### src/rtl/core/dpa_pkg.sv
// ----------------------------------------------------------------------------
// Data-processing ALU package
// Opcodes, instruction field positions and the structures that pass between
// the operand, execute and top-level modules.
// ----------------------------------------------------------------------------
package dpa_pkg;

    localparam int unsigned DataW   = 32;
    localparam int unsigned FlagW   = 4;
    localparam int unsigned RegW    = 4;

    // Packed stream widths, padded to whole bytes.
    localparam int unsigned InPackW  = 3 * DataW + 1 + FlagW + 1;
    localparam int unsigned InTdataW = ((InPackW + 7) / 8) * 8;
    localparam int unsigned OutPackW = DataW + 1 + RegW + FlagW + 1;
    localparam int unsigned OutTdataW = ((OutPackW + 7) / 8) * 8;

    // Instruction word fields.
    localparam int unsigned OpcLsb  = 21;
    localparam int unsigned IBit    = 25;
    localparam int unsigned SBit    = 20;
    localparam int unsigned RdLsb   = 12;
    localparam int unsigned RotLsb  = 8;
    localparam int unsigned ImmW    = 8;
    localparam int unsigned RotW    = 4;

    // Flag positions in the NZCV nibble.
    localparam int unsigned FlagN   = 3;
    localparam int unsigned FlagZ   = 2;
    localparam int unsigned FlagC   = 1;
    localparam int unsigned FlagV   = 0;

    localparam logic [RegW-1:0] RegPc = 4'hF;

    typedef enum logic [3:0] {
        OP_AND = 4'h0,
        OP_EOR = 4'h1,
        OP_SUB = 4'h2,
        OP_RSB = 4'h3,
        OP_ADD = 4'h4,
        OP_ADC = 4'h5,
        OP_SBC = 4'h6,
        OP_RSC = 4'h7,
        OP_TST = 4'h8,
        OP_TEQ = 4'h9,
        OP_CMP = 4'hA,
        OP_CMN = 4'hB,
        OP_ORR = 4'hC,
        OP_MOV = 4'hD,
        OP_BIC = 4'hE,
        OP_MVN = 4'hF
    } t_opcode;

    // One accepted instruction as held in the input register.
    typedef struct packed {
        logic [DataW-1:0] instr;
        logic [DataW-1:0] rn_value;
        logic [DataW-1:0] shifted_value;
        logic             shift_carry;
        logic [FlagW-1:0] flags_in;
        logic             has_saved_status;
    } t_item;

    // Second operand and shifter carry.
    typedef struct packed {
        logic [DataW-1:0] op2;
        logic             carry;
    } t_operand;

    // Everything that goes into the result register.
    typedef struct packed {
        logic             restore_saved;
        logic [FlagW-1:0] flags_out;
        logic [RegW-1:0]  dest_reg;
        logic             write_dest;
        logic [DataW-1:0] result;
    } t_result;

endpackage

### src/rtl/core/cpu_data_processing_alu.sv
// ----------------------------------------------------------------------------
// Data-processing ALU
// Executes one data-processing instruction per transaction and returns the
// result, write-back control and new NZCV flags.
// ----------------------------------------------------------------------------
// The block takes one instruction transaction per clock while s_axis_tready
// is high and returns one result transaction for each, in order. An item is
// held first in the input register; then the operand rotator, the 32-bit
// adder and the flag logic settle in a single pass into the result register.
// With the master side always ready, throughput is one instruction every
// cycle. Both registers advance independently, so a stalled result only
// holds up the input once both stages are full.
module cpu_data_processing_alu (
    input  logic                            i_clk,
    input  logic                            i_rst_n,

    // Input instruction stream.
    input  logic                            s_axis_tvalid,
    output logic                            s_axis_tready,
    // From bit 0 up: instr[31:0], rn_value[63:32], shifted_value[95:64],
    // shift_carry[96], flags_in[100:97], has_saved_status[101], zero pad.
    input  logic [dpa_pkg::InTdataW-1:0]    s_axis_tdata,

    // Output result stream.
    output logic                            m_axis_tvalid,
    input  logic                            m_axis_tready,
    // From bit 0 up: result[31:0], write_dest[32], dest_reg[36:33],
    // flags_out[40:37], restore_saved[41], zero pad.
    output logic [dpa_pkg::OutTdataW-1:0]   m_axis_tdata
);
    import dpa_pkg::*;

    // Input register stage.
    logic     r_in_valid;
    t_item    r_item;
    t_item    n_item;
    logic     in_adv;

    // Result register stage.
    logic     r_out_valid;
    t_result  r_result;
    t_result  n_result;
    logic     out_ready;

    t_operand operand;

    // The result register can take a new value when empty or being drained.
    assign out_ready     = !r_out_valid || m_axis_tready;
    // The input register moves its content on whenever the result stage can
    // take it, so it is free to accept in the same cycle.
    assign in_adv        = r_in_valid && out_ready;
    assign s_axis_tready = !r_in_valid || out_ready;

    // Unpack the slave-side data, lowest field first.
    always_comb begin
        n_item.instr            = s_axis_tdata[0 +: DataW];
        n_item.rn_value         = s_axis_tdata[DataW +: DataW];
        n_item.shifted_value    = s_axis_tdata[2*DataW +: DataW];
        n_item.shift_carry      = s_axis_tdata[3*DataW];
        n_item.flags_in         = s_axis_tdata[3*DataW+1 +: FlagW];
        n_item.has_saved_status = s_axis_tdata[3*DataW+1+FlagW];
    end

    always_ff @(posedge i_clk) begin
        if (!i_rst_n) begin
            r_in_valid <= 1'b0;
        end else if (s_axis_tready) begin
            r_in_valid <= s_axis_tvalid;
        end
    end

    always_ff @(posedge i_clk) begin
        if (s_axis_tvalid && s_axis_tready) begin
            r_item <= n_item;
        end
    end

    // Second operand: rotated immediate or external shifter value.
    dpa_operand u_operand (
        .i_item    (r_item),
        .o_operand (operand)
    );

    // Opcode execution and flag update.
    dpa_exec u_exec (
        .i_item    (r_item),
        .i_operand (operand),
        .o_result  (n_result)
    );

    always_ff @(posedge i_clk) begin
        if (!i_rst_n) begin
            r_out_valid <= 1'b0;
        end else if (out_ready) begin
            r_out_valid <= r_in_valid;
        end
    end

    always_ff @(posedge i_clk) begin
        if (in_adv) begin
            r_result <= n_result;
        end
    end

    assign m_axis_tvalid = r_out_valid;
    assign m_axis_tdata  = {{(OutTdataW-OutPackW){1'b0}}, r_result};

endmodule

### src/rtl/core/dpa_operand.sv
// ----------------------------------------------------------------------------
// Second operand select
// Rotates the 8-bit immediate or passes the register-form shifter output.
// ----------------------------------------------------------------------------
module dpa_operand (
    input  dpa_pkg::t_item    i_item,
    output dpa_pkg::t_operand o_operand
);
    import dpa_pkg::*;

    logic [RotW:0]      rot;
    logic [DataW-1:0]   imm;
    logic [2*DataW-1:0] imm_pair;
    logic [DataW-1:0]   imm_rot;

    assign rot      = {i_item.instr[RotLsb +: RotW], 1'b0};
    assign imm      = {{(DataW-ImmW){1'b0}}, i_item.instr[ImmW-1:0]};
    assign imm_pair = {imm, imm} >> rot;
    assign imm_rot  = imm_pair[DataW-1:0];

    always_comb begin
        if (i_item.instr[IBit]) begin
            o_operand.op2   = imm_rot;
            // A zero rotate leaves the carry flag as it is.
            o_operand.carry = (rot == '0) ? i_item.flags_in[FlagC] : imm_rot[DataW-1];
        end else begin
            o_operand.op2   = i_item.shifted_value;
            o_operand.carry = i_item.shift_carry;
        end
    end

endmodule

### src/rtl/core/dpa_exec.sv
// ----------------------------------------------------------------------------
// Data-processing execute
// Logic and adder datapath for all 16 opcodes, plus flag and write-back
// decode.
// ----------------------------------------------------------------------------
module dpa_exec (
    input  dpa_pkg::t_item    i_item,
    input  dpa_pkg::t_operand i_operand,
    output dpa_pkg::t_result  o_result
);
    import dpa_pkg::*;

    t_opcode          opc;
    logic             cflag;
    logic             arith;
    logic [DataW-1:0] x;
    logic [DataW-1:0] y;
    logic             cin;
    logic [DataW-1:0] logic_res;
    logic [DataW:0]   sum;
    logic [DataW-1:0] res;
    logic             c_new;
    logic             v_new;
    logic [RegW-1:0]  rd;
    logic             restore;

    assign opc   = t_opcode'(i_item.instr[OpcLsb +: 4]);
    assign cflag = i_item.flags_in[FlagC];
    assign rd    = i_item.instr[RdLsb +: RegW];

    always_comb begin
        arith     = 1'b0;
        x         = i_item.rn_value;
        y         = i_operand.op2;
        cin       = 1'b0;
        logic_res = '0;
        unique case (opc)
            OP_AND, OP_TST: logic_res = i_item.rn_value & i_operand.op2;
            OP_EOR, OP_TEQ: logic_res = i_item.rn_value ^ i_operand.op2;
            OP_ORR:         logic_res = i_item.rn_value | i_operand.op2;
            OP_MOV:         logic_res = i_operand.op2;
            OP_BIC:         logic_res = i_item.rn_value & ~i_operand.op2;
            OP_MVN:         logic_res = ~i_operand.op2;
            OP_SUB, OP_CMP: begin
                arith = 1'b1;
                y     = ~i_operand.op2;
                cin   = 1'b1;
            end
            OP_RSB: begin
                arith = 1'b1;
                x     = i_operand.op2;
                y     = ~i_item.rn_value;
                cin   = 1'b1;
            end
            OP_ADD, OP_CMN: begin
                arith = 1'b1;
            end
            OP_ADC: begin
                arith = 1'b1;
                cin   = cflag;
            end
            OP_SBC: begin
                arith = 1'b1;
                y     = ~i_operand.op2;
                cin   = cflag;
            end
            OP_RSC: begin
                arith = 1'b1;
                x     = i_operand.op2;
                y     = ~i_item.rn_value;
                cin   = cflag;
            end
        endcase
    end

    assign sum = {1'b0, x} + {1'b0, y} + {{DataW{1'b0}}, cin};

    always_comb begin
        if (arith) begin
            res   = sum[DataW-1:0];
            c_new = sum[DataW];
            v_new = (x[DataW-1] ^ sum[DataW-1]) & (y[DataW-1] ^ sum[DataW-1]);
        end else begin
            res   = logic_res;
            c_new = i_operand.carry;
            v_new = i_item.flags_in[FlagV];
        end
    end

    assign restore = i_item.instr[SBit] && (rd == RegPc) && i_item.has_saved_status;

    always_comb begin
        o_result.result        = res;
        o_result.write_dest    = !((opc == OP_TST) || (opc == OP_TEQ) ||
                                   (opc == OP_CMP) || (opc == OP_CMN));
        o_result.dest_reg      = rd;
        o_result.restore_saved = restore;
        o_result.flags_out     = i_item.flags_in;
        if (i_item.instr[SBit] && !restore) begin
            o_result.flags_out[FlagN] = res[DataW-1];
            o_result.flags_out[FlagZ] = (res == '0);
            o_result.flags_out[FlagC] = c_new;
            o_result.flags_out[FlagV] = v_new;
        end
    end

endmodule
### config.mk
export PLATFORM = sky130hd
export DESIGN_NAME = cpu_data_processing_alu
export DESIGN_NICKNAME = d
export VERILOG_FILES = /design/src/rtl/core/dpa_pkg.sv /design/src/rtl/core/cpu_data_processing_alu.sv /design/src/rtl/core/dpa_operand.sv /design/src/rtl/core/dpa_exec.sv
export SDC_FILE = /design/constraint.sdc
export NUM_CORES = 1
export LEC_CHECK = 0
export BUFFER_PORTS_ARGS = -buffer_cell sky130_fd_sc_hd__buf_4
export CORE_MARGIN = 5
export CORE_UTILIZATION = 45
export CTS_CLUSTER_DIAMETER = 200
export DETAILED_ROUTE_END_ITERATION = 7
export PLACE_DENSITY_LB_ADDON = 0.12
export SLEW_MARGIN = 20
export SYNTH_ARGS = -nofsm -noshare
export SYNTH_HDL_FRONTEND = slang
export SYNTH_SLANG_ARGS = --single-unit
### constraint.sdc
create_clock -name i_clk -period 7.8 [get_ports i_clk]
set_input_delay 0.78 -clock i_clk [delete_from_list [all_inputs] [get_ports i_clk]]
set_output_delay 0.78 -clock i_clk [all_outputs]
set_load 0.02 [all_outputs]
==> results of run 1 <==
[power by group through the flow]
stage               clock (W)  sequential (W)  combinational [W]
finish               0.000842        0.000908           0.000754
global route         0.000894        0.000914           0.000824
CTS                  0.000862        0.000908           0.000745
detailed placement          0        0.000924           0.000740
global placement            0        0.000923           0.000734
floorplan                   0        0.000934           0.000501
[stage by stage]
step	instance area [um2]	worst slack [ns]	hold slack, ns	instances	power, W
after detailed placement	11700	1.39	0.443	1486	0.00166
final	12300	1.25	0.457	1518	0.00250
after global routing	12300	0.940	0.472	1518	0.00263
after global placement	11700	1.42	0.434	1486	0.00166
after floorplan	10500	2.85	0.426	1096	0.00143
after CTS	12300	1.36	0.462	1518	0.00251
[sequential cells by signal, indices dropped and copies added (netlist names)]
signal,cells
m_axis_tdata,42
r_item,92
r_in_valid,1
m_axis_tvalid,1
[layout make-up]
type | instances | share of cell area [%]
clock inverter | 15 | 1.45
multi-input combinational | 830 | 47.9
tap | 313 | 3.18
sequential | 136 | 33.0
inverter | 52 | 1.58
clock buffer | 17 | 3.45
timing repair buffer | 155 | 9.44
[layer usage]
layer | track usage [%] | up-vias | part of all wire, %
met5 | 0 | - | 0
met4 | 7.85 | 0 | 2.4
met3 | 4.28 | 47 | 8.1
met2 | 36.7 | 403 | 44
met1 | 36.0 | 4330 | 45
li1 | - | 4375 | -
[path summary, 6_finish.rpt]
path                                end  slack (ns)  cells past startpoint
max reg2reg  m_axis_tdata[39]$_DFFE_PP_        1.25                     18
max          m_axis_tdata[39]$_DFFE_PP_        1.25                     18
min          m_axis_tdata[36]$_DFFE_PP_        0.46                      0
min reg2reg  m_axis_tdata[36]$_DFFE_PP_        0.46                      0
[cell usage after synthesis (17+ instances only)]
cell type,count
clkbuf_1,44
edfxtp_1,134
nand2_1,88
a21o_1,19
o21ai_0,100
ha_1,63
nand3_1,19
inv_1,49
nor2_1,51
xnor2_1,28
a21oi_1,83
a211oi_1,19
o21ai_1,19
mux2i_1,56
nor3_1,17
[critical path, stage by stage (launching register included)]
cell and delay [ns]:
edfxtp_1 0.91, mux2i_2 0.51, mux2i_4 0.22, a31oi_4 0.32, mux2_2 0.37, a21oi_1 0.14
fa_1 0.23, inv_1 0.06, fa_1 0.48, a21o_1 0.23, a221oi_2 0.43, o21ai_1 0.22
o21ai_1 0.43, a32oi_1 0.29, mux2i_1 0.18, a221o_1 0.42, nor4_1 0.48, nand4_1 0.20
o31ai_2 0.23
[logic make-up after synthesis]
family | after synthesis | share of synthesized area (%)
simple gates | 260 | 12.2
fa+ha+maj | 65 | 7.91
compound gates | 397 | 25.9
xor+xnor | 37 | 3.09
mux | 65 | 6.71
buf+inv | 130 | 5.28
flops | 136 | 38.8
other cells | 1 | 0.0358
[layout by cell type, fill, tap and decap left out, drive strengths merged, types with 28 or more instances in the layout]
master	count
nor2	51
buf	155
a21oi	88
xnor2	28
edfxtp	134
nand2	88
mux2i	61
o21ai	119
inv	61
ha	63
==> results.ini, run 1 <==
[yosys]
synth_edf_count = 134
netlist_area_um2 = 10500
avgSynthCellArea_um2 = 9.60
async_reset_ff_share_pct = 0
synth_top_area_share_pct = 38.4
synthCells = 1091
ys_ff_latch = 136
ys_seq_area_share_pct = 38.8
synth_area_leaders = edfxtp_1 (38%), ha_1 (7.5%), mux2i_1 (5.3%), o21ai_0 (4.8%), a21oi_1 (4.0%)
ys.flop_type = edfxtp_1
yosysTopAreaCell = edfxtp_1
yosys_warnings = 0
synth.distinct_cells = 87

[finish]
multiInputGateArea_um2 = 5910
fin_nets = 1365
drive_gt1_share_pct = 19.5
final_util_pct = 54.1
final.fill_count = 2088
regArea_um2 = 4060
synthToLayoutAreaGrowth_pct = 17.7
diodes = 0

[grt]
overflow = 0
grt_antenna_before_repair = 0
grt_pass1_wl_um = 50000
grt_usage_pct = 24.5
grt_start_max_net_pins = 72
grt_pass1_vias = 8645

[route]
vias = 9155
drc = 0
drt-vias-per-instance = 6.03
drt_first_iter_violations = 879
first_pass_iters = 6
wire_per_inst_um = 21.3
postRouteAntennaNets = 0
routed_wl_um = 32300

[die]
coreArea_um2 = 22800
dieArea_um2 = 26400
rows = 55
die_h_um = 163
io-pin-count = 158
die_x_um = 163
initial_core_util_pct = 46.0

[power_and_ir_drop]
pwr-share-clk_pct = 33.6
leakagePower_nw = 5.04
p_sw_w = 0.000875
p_per_area_nw_per_um2 = 203
internal-power_w = 0.00163
peakVddDrop_mv = 0.169
p_sw_share_pct = 34.9
combPwrFrac_pct = 30.1
seqPwrFrac_pct = 36.3

[cts]
cts_tree = built
cts_hold_buf = 0
clk_pin_slew_ns = 0.07
cts_max_path_buffers = 2
cts_root_buf = clkbuf_16
clock_sinks = 136
post_cts_buffers = 0
cts-htree-levels = 4
post_cts_resized = 0
cts_inserted_buffers = 17
insertion_delay_ns = 0.44

[hold_path]
hp-class = register to register
min_from = r_item[85]$_DFFE_PP_

[timing]
fin_crit_sh_pct = 83.9
hold_viol_final = 0
relSlewSlack_pct = 28.6
drv_slew = 0
worst_pin_slew_ns = 1.07
fmax_ghz = 0.153
setup_viol = 0
skew_ns = 0.0173
setup_tns_ns = 0
period_needed_ns = 6.55
rsz0062_at_grt = no

[critical_path]
worstPathRequired_ns = 8.07
startpoint_type = register
worstSetupStartpoint = r_item[78]$_DFFE_PP_
crit_path_end_kind = register
crit_type = register to register
worstPathArrival_ns = 6.82
r2r_start = r_item[78]$_DFFE_PP_
cp_max_fo = 21

[placement]
place_congestion = 0.928
dp_hpwl_um = 23300
port_buffers = 139

[run_status]
outcome = finished clean

[run]
drv_cap = 0

Note: power is estimated with default switching activity, not from simulation.
==> inputs of run 2 (changes only) <==
clock period = 6.3 ns   (was 7.8 ns; I/O delays follow)
==> run 2 against run 1 <==
Compared with the run above: clock power rose by 22%; flip-flop and latch count did not move; utilization rose by 0.50 points; largest cell class unchanged; first-iteration DRC count rose by 3.5%; non-clock buffer count rose by 15; fmax rose by 12%; setup slack got worse by 0.81 ns; die area did not move; global-route usage barely moved; sequential power rose by 23%.
==> results.ini, run 2 (same netlist as run 1, synthesis figures left out) <==
[cts]
post_cts_buffers = 0  ; unchanged
cts_tree = built
clock_sinks = 136  ; unchanged
cts-htree-levels = 4  ; unchanged
clk_pin_slew_ns = 0.07  ; about the same
cts_max_path_buffers = 2  ; unchanged
cts_root_buf = clkbuf_16
cts_hold_buf = 0  ; unchanged
post_cts_resized = 0  ; unchanged
cts_inserted_buffers = 17  ; unchanged
insertion_delay_ns = 0.44  ; about the same

[die]
dieArea_um2 = 26400  ; unchanged
coreArea_um2 = 22800  ; unchanged
initial_core_util_pct = 46.0  ; unchanged
io-pin-count = 158  ; unchanged
die_x_um = 163  ; unchanged
die_h_um = 163  ; unchanged
rows = 55  ; unchanged

[hold_path]
whs_endpoint = r_item[81]$_DFFE_PP_
min_from = s_axis_tdata[11]
hold_depth = 1  ; +1
hp-class = input port to register

[timing]
worst_pin_slew_ns = 1.03  ; -0.0448 ns
hold_viol_final = 0  ; unchanged
setup_viol = 0  ; unchanged
relSlewSlack_pct = 31.6  ; +3.0 points
fmax_ghz = 0.171  ; +12%
rsz0062_at_grt = no
fin_crit_sh_pct = 93.0  ; +9.0 points
skew_ns = 0.0199  ; +0.00262 ns
drv_slew = 0  ; unchanged
period_needed_ns = 5.86  ; -0.690 ns
setup_tns_ns = 0  ; unchanged

[grt]
grt_antenna_before_repair = 0  ; unchanged
grt_pass1_vias = 8849  ; +2.4%
overflow = 0  ; unchanged
grt_pass1_wl_um = 50200  ; +0.29%
grt_usage_pct = 24.5  ; about the same
grt_start_max_net_pins = 89  ; +24%

[placement]
port_buffers = 139  ; unchanged
place_congestion = 0.877  ; -5.5%
dp_hpwl_um = 23600  ; +1.1%

[route]
routed_wl_um = 32600  ; +0.98%
drt_first_iter_violations = 910  ; +3.5%
vias = 9304  ; +1.6%
drc = 0  ; unchanged
wire_per_inst_um = 21.3  ; about the same
drt-vias-per-instance = 6.07  ; +0.63%
first_pass_iters = 8  ; +2
postRouteAntennaNets = 0  ; unchanged

[critical_path]
worstPathArrival_ns = 6.11  ; -0.71 ns
rr_worst_depth = 18  ; unchanged
critical-path-slowest-cell = edfxtp_1
cp_max_fo = 5  ; -76%
r2r_end = m_axis_tdata[39]$_DFFE_PP_
cp_slowest_stage_delay_ns = 0.50  ; -0.41 ns
r2r_slack_ns = 0.44  ; -0.81 ns
cp.depth = 18  ; unchanged
crit_type = register to register
worstSetupStartpoint = r_item[78]$_DFFE_PP_
worstPathRequired_ns = 6.56  ; -1.51 ns
path_buf_inv = 1  ; unchanged
crit_path_end_kind = register
r2r_start = r_item[78]$_DFFE_PP_
path_cells = mux2i_4 > mux2i_4 > a31oi_4 > mux2_2 > a21oi_1 > fa_1 > inv_1 > fa_1 > a21o_1 > a221oi_2 > o21ai_1 > o21ai_1 > a32oi_1 > mux2i_1 > a221o_1 > nor4_1 > nand4_1 > o31ai_2
cp_top_family = compound AO/OA/AOI/OAI gates
startpoint_type = register

[power_and_ir_drop]
p_per_area_nw_per_um2 = 249  ; +23%
leakagePower_nw = 5.11  ; +1.4%
peakVddDrop_mv = 0.163  ; -3.4%

[finish]
final_util_pct = 54.6  ; +0.50 points
final_common_cell = buf_4
fin_nets = 1380  ; +1.1%
largest_register_ffs = 92  ; unchanged
largest_register = r_item
drive_gt1_share_pct = 20.4  ; +0.91 points
diodes = 0  ; unchanged
synthToLayoutAreaGrowth_pct = 18.8
final_cell_mix = buf_4 (169), edfxtp_1 (134), o21ai_0 (100)

[run_status]
outcome = finished clean

[run]
drv_cap = 0  ; unchanged

run 2: how the worst max path moves through the flow:
stage                                      end  slack [ns]
floorplan           m_axis_tdata[39]$_DFFE_PP_        1.35
global placement    m_axis_tdata[39]$_DFFE_PP_        0.61
detailed placement  m_axis_tdata[39]$_DFFE_PP_        0.54
CTS                 m_axis_tdata[39]$_DFFE_PP_        0.45
global route        m_axis_tdata[39]$_DFFE_PP_        0.08
finish              m_axis_tdata[39]$_DFFE_PP_        0.44
run 2: layout make-up:
class	instances	area [um2]
sequential	136	4060
inverter	52	195
tap	313	392
clock buffer	18	429
fill	2085	10300
timing repair buffer	170	1290
clock inverter	14	160
multi-input combinational	830	5910
run 2: power breakdown:
part           internal (W)  switching (W)  leakage, nW
combinational      0.000377       0.000578         3.51
sequential          0.00108      0.0000381         1.31
clock              0.000593       0.000436        0.287
total               0.00205        0.00105         5.11
run 2: worst reg2reg max path: stages, from the launching register on:
cell,delay [ns]
edfxtp_1,0.50
mux2i_4,0.39
mux2i_4,0.18
a31oi_4,0.30
mux2_2,0.37
a21oi_1,0.16
fa_1,0.22
inv_1,0.06
fa_1,0.49
a21o_1,0.23
a221oi_2,0.31
o21ai_1,0.18
o21ai_1,0.47
a32oi_1,0.31
mux2i_1,0.18
a221o_1,0.43
nor4_1,0.49
nand4_1,0.19
o31ai_2,0.24
run 2: layer usage:
layer / vias to the layer above / track usage, % / part of all wire (%)
li1: 4408 / - / -
met1: 4392 / 34.2 / 43
met2: 455 / 38.0 / 45
met3: 49 / 5.75 / 9.3
met4: 0 / 7.21 / 2.3
met5: - / 0 / 0
run 2: through the flow:
step | hold slack [ns] | std cells | worst slack, ns | total power, W | instance area (um2)
2_1_floorplan | 0.426 | 1096 | 1.35 | 0.00178 | 10500
4_1_cts | 0.361 | 1533 | 0.453 | 0.00310 | 12400
3_5_place_dp | 0.435 | 1501 | 0.543 | 0.00207 | 11800
6_report | 0.364 | 1533 | 0.443 | 0.00310 | 12400
5_1_grt | 0.350 | 1533 | 0.0793 | 0.00326 | 12400
3_3_place_gp | 0.435 | 1500 | 0.610 | 0.00206 | 11800
